--- src/rtl/ddd_pkg.sv ---
`timescale 1ns / 1ps
// Shared widths, constants, stage-enable type and month table for the
// date difference core. No dependencies.
package ddd_pkg;

    localparam int YEAR_W   = 14;
    localparam int MONTH_W  = 4;
    localparam int DAY_W    = 5;
    localparam int N_W      = 15;    // year plus offset, up to 16782
    localparam int DAYNUM_W = 23;    // unsigned day number, below 2^23
    localparam int DIFF_W   = 24;    // signed difference of two day numbers
    localparam int OUT_W    = 23;
    localparam int MDAYS_W  = 9;     // cumulative days before a month, up to 334

    // Offset of 400 years less one; cancels in the difference.
    localparam logic [N_W-1:0] YEAR_OFFSET = 15'd399;

    // x / 100 == (x * 5243) >> 19, exact for x below 43690.
    localparam int PROD_W      = 28;
    localparam int RECIP_SHIFT = 19;
    localparam logic [PROD_W-1:0] RECIP_100 = 28'd5243;
    localparam int Q100_W = 8;       // n / 100 and y / 100, at most 167
    localparam int Q400_W = 6;       // n / 400, at most 41

    localparam logic [DAYNUM_W-1:0] DAYS_PER_YEAR = 23'd365;
    localparam logic [2*Q100_W-1:0] CENTURY       = 16'd100;
    localparam logic [MONTH_W-1:0]  MARCH         = 4'd3;

    localparam logic signed [DIFF_W-1:0] OUT_MAX = 24'sd4194303;
    localparam logic signed [DIFF_W-1:0] OUT_MIN = -24'sd4194304;

    // Load enables of the three day-number stages.
    typedef struct packed {
        logic s1;
        logic s2;
        logic s3;
    } stage_en_t;

    // Days before the first of a month; month 0 reads as January and
    // anything above twelve as December.
    function automatic logic [MDAYS_W-1:0] days_before_month(input logic [MONTH_W-1:0] month);
        logic [MDAYS_W-1:0] days;
        case (month)
            4'd0:    days = 9'd0;
            4'd1:    days = 9'd0;
            4'd2:    days = 9'd31;
            4'd3:    days = 9'd59;
            4'd4:    days = 9'd90;
            4'd5:    days = 9'd120;
            4'd6:    days = 9'd151;
            4'd7:    days = 9'd181;
            4'd8:    days = 9'd212;
            4'd9:    days = 9'd243;
            4'd10:   days = 9'd273;
            4'd11:   days = 9'd304;
            default: days = 9'd334;
        endcase
        return days;
    endfunction

endpackage

--- src/rtl/date_difference_days_core.sv ---
`timescale 1ns / 1ps
// Top level of the Gregorian date difference core.
// Depends on ddd_pkg and ddd_daynum.
//
// Takes two Gregorian dates and an inclusive flag per beat and returns the
// signed day count from the first date to the second (negative when the
// first date is later). With inclusive set the magnitude grows by one and
// keeps its sign, so equal dates give 1. Day values are not checked against
// the month length; month 0 counts as January and months above 12 as
// December; the result saturates to the 23-bit signed range. Throughput is
// one beat per clock while m_ready does not stall the output; a beat passes
// three day-number stages, one subtract stage and one adjust/saturate stage
// that is also the output register. Each stage holds its own valid bit and
// loads whenever it is empty or its successor moves, so bubbles close up and
// the input keeps taking beats while a finished result waits on m_ready,
// until all five stages hold a beat.
module date_difference_days_core (
    input  logic                               aclk,
    input  logic                               aresetn,

    input  logic                               s_valid,
    output logic                               s_ready,
    input  logic [ddd_pkg::YEAR_W-1:0]         s_first_year,
    input  logic [ddd_pkg::MONTH_W-1:0]        s_first_month,
    input  logic [ddd_pkg::DAY_W-1:0]          s_first_day,
    input  logic [ddd_pkg::YEAR_W-1:0]         s_second_year,
    input  logic [ddd_pkg::MONTH_W-1:0]        s_second_month,
    input  logic [ddd_pkg::DAY_W-1:0]          s_second_day,
    input  logic                               s_inclusive,

    output logic                               m_valid,
    input  logic                               m_ready,
    output logic signed [ddd_pkg::OUT_W-1:0]   m_day_difference
);

    // Stage valid bits: 1..3 day numbers, 4 difference, 5 output.
    logic v1_reg, v2_reg, v3_reg, v4_reg, v5_reg;
    logic en1, en2, en3, en4, en5;
    ddd_pkg::stage_en_t dn_en;

    // A stage loads when it is empty or its contents move on this cycle.
    assign en5 = !v5_reg || m_ready;
    assign en4 = !v4_reg || en5;
    assign en3 = !v3_reg || en4;
    assign en2 = !v2_reg || en3;
    assign en1 = !v1_reg || en2;

    assign dn_en.s1 = en1;
    assign dn_en.s2 = en2;
    assign dn_en.s3 = en3;

    assign s_ready = en1;
    assign m_valid = v5_reg;

    always_ff @(posedge aclk) begin
        if (!aresetn) begin
            v1_reg <= 1'b0;
            v2_reg <= 1'b0;
            v3_reg <= 1'b0;
            v4_reg <= 1'b0;
            v5_reg <= 1'b0;
        end else begin
            if (en1) v1_reg <= s_valid;
            if (en2) v2_reg <= v1_reg;
            if (en3) v3_reg <= v2_reg;
            if (en4) v4_reg <= v3_reg;
            if (en5) v5_reg <= v4_reg;
        end
    end

    // Day numbers of both dates, in lockstep.
    logic [ddd_pkg::DAYNUM_W-1:0] first_num, second_num;

    ddd_daynum u_first (
        .aclk    (aclk),
        .en      (dn_en),
        .year    (s_first_year),
        .month   (s_first_month),
        .day     (s_first_day),
        .day_num (first_num)
    );

    ddd_daynum u_second (
        .aclk    (aclk),
        .en      (dn_en),
        .year    (s_second_year),
        .month   (s_second_month),
        .day     (s_second_day),
        .day_num (second_num)
    );

    // Inclusive flag rides alongside the day-number stages.
    logic incl1_reg, incl2_reg, incl3_reg, incl4_reg;

    always_ff @(posedge aclk) begin
        if (en1) incl1_reg <= s_inclusive;
        if (en2) incl2_reg <= incl1_reg;
        if (en3) incl3_reg <= incl2_reg;
        if (en4) incl4_reg <= incl3_reg;
    end

    // Stage 4: second minus first.
    logic signed [ddd_pkg::DIFF_W-1:0] diff_next, diff_reg;

    assign diff_next = $signed({1'b0, second_num}) - $signed({1'b0, first_num});

    always_ff @(posedge aclk) begin
        if (en4) diff_reg <= diff_next;
    end

    // Stage 5: inclusive step away from zero, then clamp to the output range.
    logic signed [ddd_pkg::DIFF_W-1:0] adj;
    logic signed [ddd_pkg::OUT_W-1:0]  result_next, result_reg;

    always_comb begin
        if (!incl4_reg) begin
            adj = diff_reg;
        end else if (diff_reg[ddd_pkg::DIFF_W-1]) begin
            adj = diff_reg - ddd_pkg::DIFF_W'(1);
        end else begin
            adj = diff_reg + ddd_pkg::DIFF_W'(1);
        end

        if (adj > ddd_pkg::OUT_MAX) begin
            result_next = ddd_pkg::OUT_MAX[ddd_pkg::OUT_W-1:0];
        end else if (adj < ddd_pkg::OUT_MIN) begin
            result_next = ddd_pkg::OUT_MIN[ddd_pkg::OUT_W-1:0];
        end else begin
            result_next = adj[ddd_pkg::OUT_W-1:0];
        end
    end

    always_ff @(posedge aclk) begin
        if (en5) result_reg <= result_next;
    end

    assign m_day_difference = result_reg;

endmodule

--- src/rtl/ddd_daynum.sv ---
`timescale 1ns / 1ps
// Three-stage day number pipeline for one date.
// Depends on ddd_pkg.
module ddd_daynum (
    input  logic                           aclk,
    input  ddd_pkg::stage_en_t             en,
    input  logic [ddd_pkg::YEAR_W-1:0]     year,
    input  logic [ddd_pkg::MONTH_W-1:0]    month,
    input  logic [ddd_pkg::DAY_W-1:0]      day,
    output logic [ddd_pkg::DAYNUM_W-1:0]   day_num
);

    // stage 1: offset year, 365*n, reciprocal products
    logic [ddd_pkg::N_W-1:0]      n_next;
    logic [ddd_pkg::DAYNUM_W-1:0] n365_next;
    logic [ddd_pkg::PROD_W-1:0]   p100_next, p400_next, py_next;

    logic [ddd_pkg::N_W-1:0]      n_reg;
    logic [ddd_pkg::DAYNUM_W-1:0] n365_reg;
    logic [ddd_pkg::PROD_W-1:0]   p100_reg, p400_reg, py_reg;
    logic [ddd_pkg::YEAR_W-1:0]   year1_reg;
    logic [ddd_pkg::MONTH_W-1:0]  month1_reg;
    logic [ddd_pkg::DAY_W-1:0]    day1_reg;

    assign n_next    = ddd_pkg::N_W'(year) + ddd_pkg::YEAR_OFFSET;
    assign n365_next = ddd_pkg::DAYNUM_W'(n_next) * ddd_pkg::DAYS_PER_YEAR;
    assign p100_next = ddd_pkg::PROD_W'(n_next) * ddd_pkg::RECIP_100;
    assign p400_next = ddd_pkg::PROD_W'(n_next[ddd_pkg::N_W-1:2]) * ddd_pkg::RECIP_100;
    assign py_next   = ddd_pkg::PROD_W'(year) * ddd_pkg::RECIP_100;

    always_ff @(posedge aclk) begin
        if (en.s1) begin
            n_reg      <= n_next;
            n365_reg   <= n365_next;
            p100_reg   <= p100_next;
            p400_reg   <= p400_next;
            py_reg     <= py_next;
            year1_reg  <= year;
            month1_reg <= month;
            day1_reg   <= day;
        end
    end

    // stage 2: whole-year days and leap flag
    logic [ddd_pkg::Q100_W-1:0]   q100, qy;
    logic [ddd_pkg::Q400_W-1:0]   q400;
    logic [2*ddd_pkg::Q100_W-1:0] qy_x100;
    logic                         century;
    logic [ddd_pkg::DAYNUM_W-1:0] years_next;
    logic                         leap_next;

    logic [ddd_pkg::DAYNUM_W-1:0] years_reg;
    logic                         leap_reg;
    logic [ddd_pkg::MONTH_W-1:0]  month2_reg;
    logic [ddd_pkg::DAY_W-1:0]    day2_reg;

    assign q100    = p100_reg[ddd_pkg::RECIP_SHIFT +: ddd_pkg::Q100_W];
    assign q400    = p400_reg[ddd_pkg::RECIP_SHIFT +: ddd_pkg::Q400_W];
    assign qy      = py_reg[ddd_pkg::RECIP_SHIFT +: ddd_pkg::Q100_W];
    assign qy_x100 = (2*ddd_pkg::Q100_W)'(qy) * ddd_pkg::CENTURY;
    assign century = ((2*ddd_pkg::Q100_W)'(year1_reg) == qy_x100);
    // divisible by 4, and either not a century or a century divisible by 400
    assign leap_next  = (year1_reg[1:0] == 2'b00) && (!century || (qy[1:0] == 2'b00));
    assign years_next = n365_reg + ddd_pkg::DAYNUM_W'(n_reg[ddd_pkg::N_W-1:2])
                      - ddd_pkg::DAYNUM_W'(q100) + ddd_pkg::DAYNUM_W'(q400);

    always_ff @(posedge aclk) begin
        if (en.s2) begin
            years_reg  <= years_next;
            leap_reg   <= leap_next;
            month2_reg <= month1_reg;
            day2_reg   <= day1_reg;
        end
    end

    // stage 3: add month and day
    logic [ddd_pkg::DAYNUM_W-1:0] day_num_next;
    logic [ddd_pkg::DAYNUM_W-1:0] day_num_reg;
    logic                         leap_day;

    assign leap_day     = leap_reg && (month2_reg >= ddd_pkg::MARCH);
    assign day_num_next = years_reg
                        + ddd_pkg::DAYNUM_W'(ddd_pkg::days_before_month(month2_reg))
                        + ddd_pkg::DAYNUM_W'(leap_day)
                        + ddd_pkg::DAYNUM_W'(day2_reg);

    always_ff @(posedge aclk) begin
        if (en.s3) begin
            day_num_reg <= day_num_next;
        end
    end

    assign day_num = day_num_reg;

endmodule
--- config.mk ---
export PLATFORM = sky130hd
export DESIGN_NAME = date_difference_days_core
export DESIGN_NICKNAME = d
export VERILOG_FILES = /design/src/rtl/ddd_pkg.sv /design/src/rtl/date_difference_days_core.sv /design/src/rtl/ddd_daynum.sv
export SDC_FILE = /design/constraint.sdc
export NUM_CORES = 2
export LEC_CHECK = 0
export ABC_AREA = 1
export BUFFER_PORTS_ARGS = -buffer_cell sky130_fd_sc_hd__clkbuf_2
export CAP_MARGIN = 20
export CORE_MARGIN = 4
export CORE_UTILIZATION = 60
export DETAILED_ROUTE_END_ITERATION = 12
export HOLD_SLACK_MARGIN = 0.1
export PLACE_DENSITY = 0.77
export SYNTH_ARGS = -nofsm -noshare
export SYNTH_HDL_FRONTEND = slang
export SYNTH_SLANG_ARGS = --single-unit
--- constraint.sdc ---
create_clock -name aclk -period 8.7 [get_ports aclk]
set_clock_uncertainty 0.2 [all_clocks]
set_input_delay 0.87 -clock aclk [delete_from_list [all_inputs] [get_ports aclk]]
set_output_delay 0.87 -clock aclk [all_outputs]
set_load 0.01 [all_outputs]
==> summary.txt <==
status: completed
post-synthesis xor/xnor area fraction: 4.34%
mapped cell area: 0.0454 mm2
Reg clk slew, reported paths: 60 ps
Initial Utilization: 60.8%
final hold violation count: 0
drt pass-1 iters: 5
Critical Path RT: 8830 ps
max-slew violation count: 0
fraction of synthesized area in multiplexers: 0.0220%
arrival time worst endpoint: 7220 ps
CP delay by family, top: adder cells
HP Class: reg2reg
CP Max Fanout: 7
Setup Buffers After CTS: 0
number of unique standard cell types used by synthesis: 54
CTS tree: done
Worst setup SP type: input pin
Synth Area in Compound Gates: 7.61%
Max Root-Sink Buffers: 3
vias per cell: 5.37
Critical-path top delay cell: xor2_1
period utilization: 81.5%
synth warn: 0
EDFF count, synth: 325
H-tree depth: 2
drt drc: 0
largest family of logic cells by synthesized area: adder cells
die area: 0.0801 mm2
syn avg cell area: 8.71 um2
RSZ-0062 raised after global routing: false
Synth Register Bits: 348
GRT Total Usage: 27.8%
Multi-input gate area: 0.0301 mm2
Placer Congestion: 0.967
die width: 283 um
WL/cell: 17.3 um
DR vias: 34,100
Worst Path Class, Setup: in2reg
fmax: 0.141 GHz
flip-flop and latch area: 0.0102 mm2
max-cap violation count: 0
I/O pin count: 76
initial antenna violation count: 9
Tightest Pin Transition: 1100 ps
layout cells sized above 1: 3.95%
Hold-fix buffers, CTS: 0
Die Height: 283 um
Buf/Inv on CP: 8
post_cts resized: 0
Worst slew margin: 26.1%
# nets final: 6,596
critical path's largest stage delay: 560 ps
Fin Setup TNS: 0 ps
crit-path most repeated cell: inv_1
PortBufs: 75
Num CTS Buffers: 44
adder-cell share of the synthesized area: 40.5%
Cells after Synth: 5,215
crit end category: register
Skew-Pair Late Insertion Delay: 590 ps
first-pass GRT wire length: 180 mm
Clock Sinks: 348
max reg flops: 24
Post-synth ARST share: 0%
Syn-to-layout area delta: 6.72%
largest net degree at the start of global routing: 104
vias in the first global route: 34,900
sequential fraction of the synthesis area: 22.5%
global route overflow: 0
DP Wirelength: 93.4 mm
1st-iter DRT viols: 2,286
Final ANT Viol Nets: 0
Routed Wire Length: 110 mm
predominant post-synthesis flop cell: edfxtp_1
Fillers: 6,199
syn nets: 6,478
core box area: 0.0747 mm2
Root Driver: clkbuf_16
Tmin final: 7090 ps
Setup Viol. Count Final: 0
simple-gate share of the synthesized area: 13.8%
site row count: 100
==> worst reg2reg max path, cell delays in order, from the launching register on <==
cell	delay (ps)
edfxtp_1	480
ha_1	340
ha_1	270
inv_1	50
fa_1	490
inv_1	40
ha_1	360
a21oi_1	280
nand2_1	150
nand2_1	90
nand3_1	70
nand3_1	100
nor2_1	60
nand3_1	60
nor2_1	40
a21oi_1	520
==> cell usage in the layout (no fill, tap or decap), types with 65 or more instances in the layout <==
cell type     n
edfxtp_1    325
a21oi_1     279
ha_1        785
xnor2_1      65
inv_1      1321
fa_1        427
nand3_1     184
nor2_1      262
nand4_1      69
clkbuf_2     75
nand2_1     846
o21ai_0     150
xor2_1      155
==> area by class of cell <==
type | count | share of cell area (%)
Clock inverter | 23 | 0.527
Clock buffer | 59 | 2.47
Multi-Input combinational cell | 3521 | 62.1
Tap cell | 969 | 2.50
Sequential cell | 348 | 21.1
Timing Repair Buffer | 84 | 0.940
Antenna cell | 6 | 0.0310
Inverter | 1334 | 10.3
==> synthesized netlist by cell type (all sizes together) (16+ instances only) <==
| cell type | instances | area [um2] |
|---|---|---|
| o21ai | 172 | 902 |
| fa | 427 | 8550 |
| nand2 | 859 | 3270 |
| xor2 | 157 | 1400 |
| o21bai | 27 | 203 |
| nand4 | 69 | 432 |
| dfxtp | 23 | 460 |
| nor3 | 44 | 231 |
| nand3 | 188 | 968 |
| ha | 785 | 9820 |
| a21o | 44 | 330 |
| a21oi | 281 | 1420 |
| edfxtp | 325 | 9760 |
| nor4 | 16 | 100 |
| inv | 1334 | 5010 |
| nor2 | 268 | 1030 |
| a31oi | 35 | 219 |
| xnor2 | 65 | 569 |
==> per-stage QoR <==
step                hold slack, ps  utilization [%]  worst slack (ps)  cells  cell area (um2)
global placement               203             62.9              1310   6256            47000
global route                   219             64.8              1070   6338            48400
detailed placement             205             62.9              1040   6256            47000
floorplan                      200                -              2130   5215            45400
finish                         211             64.9              1610   6344            48500
CTS                            201             64.8              1670   6338            48400
==> worst paths after layout <==
| path | to | slack, ps | startpoint | depth (start not counted) |
|---|---|---|---|---|
| min | u_first.day2_reg[4]$_DFFE_PN_ | 210 | u_first.day1_reg[4]$_DFFE_PP_ | 0 |
| max | u_first.p100_reg[25]$_DFFE_PP_ | 1610 | s_first_year[2] | 29 |
| min reg2reg | u_first.day2_reg[4]$_DFFE_PN_ | 210 | u_first.day1_reg[4]$_DFFE_PP_ | 0 |
| max reg2reg | u_first.leap_reg$_DFFE_PN_ | 4780 | u_first.py_reg[22]$_DFFE_PP_ | 15 |
==> cell families after synthesis <==
group                    Yosys count
AO/OA/AOI/OAI                    609
XOR/XNOR                         222
adder cells (fa/ha/maj)         1212
buffers and inverters           1346
flip-flops                       348
multiplexers                       1
AND/OR/NAND/NOR                 1477
==> metal layers <==
metal	part of all wire [%]	wire length, um	track usage, %	vias up
met1	45	49800	38.9	16100
met5	0.025	28	0	-
met2	46	50400	46.0	953
met3	6.4	7080	4.14	179
met4	2.4	2620	6.63	4
li1	-	-	-	16900
Power is left out: the tool's default activity adds up to more than one toggle a clock period on the data nets, which glitch-free logic cannot reach.
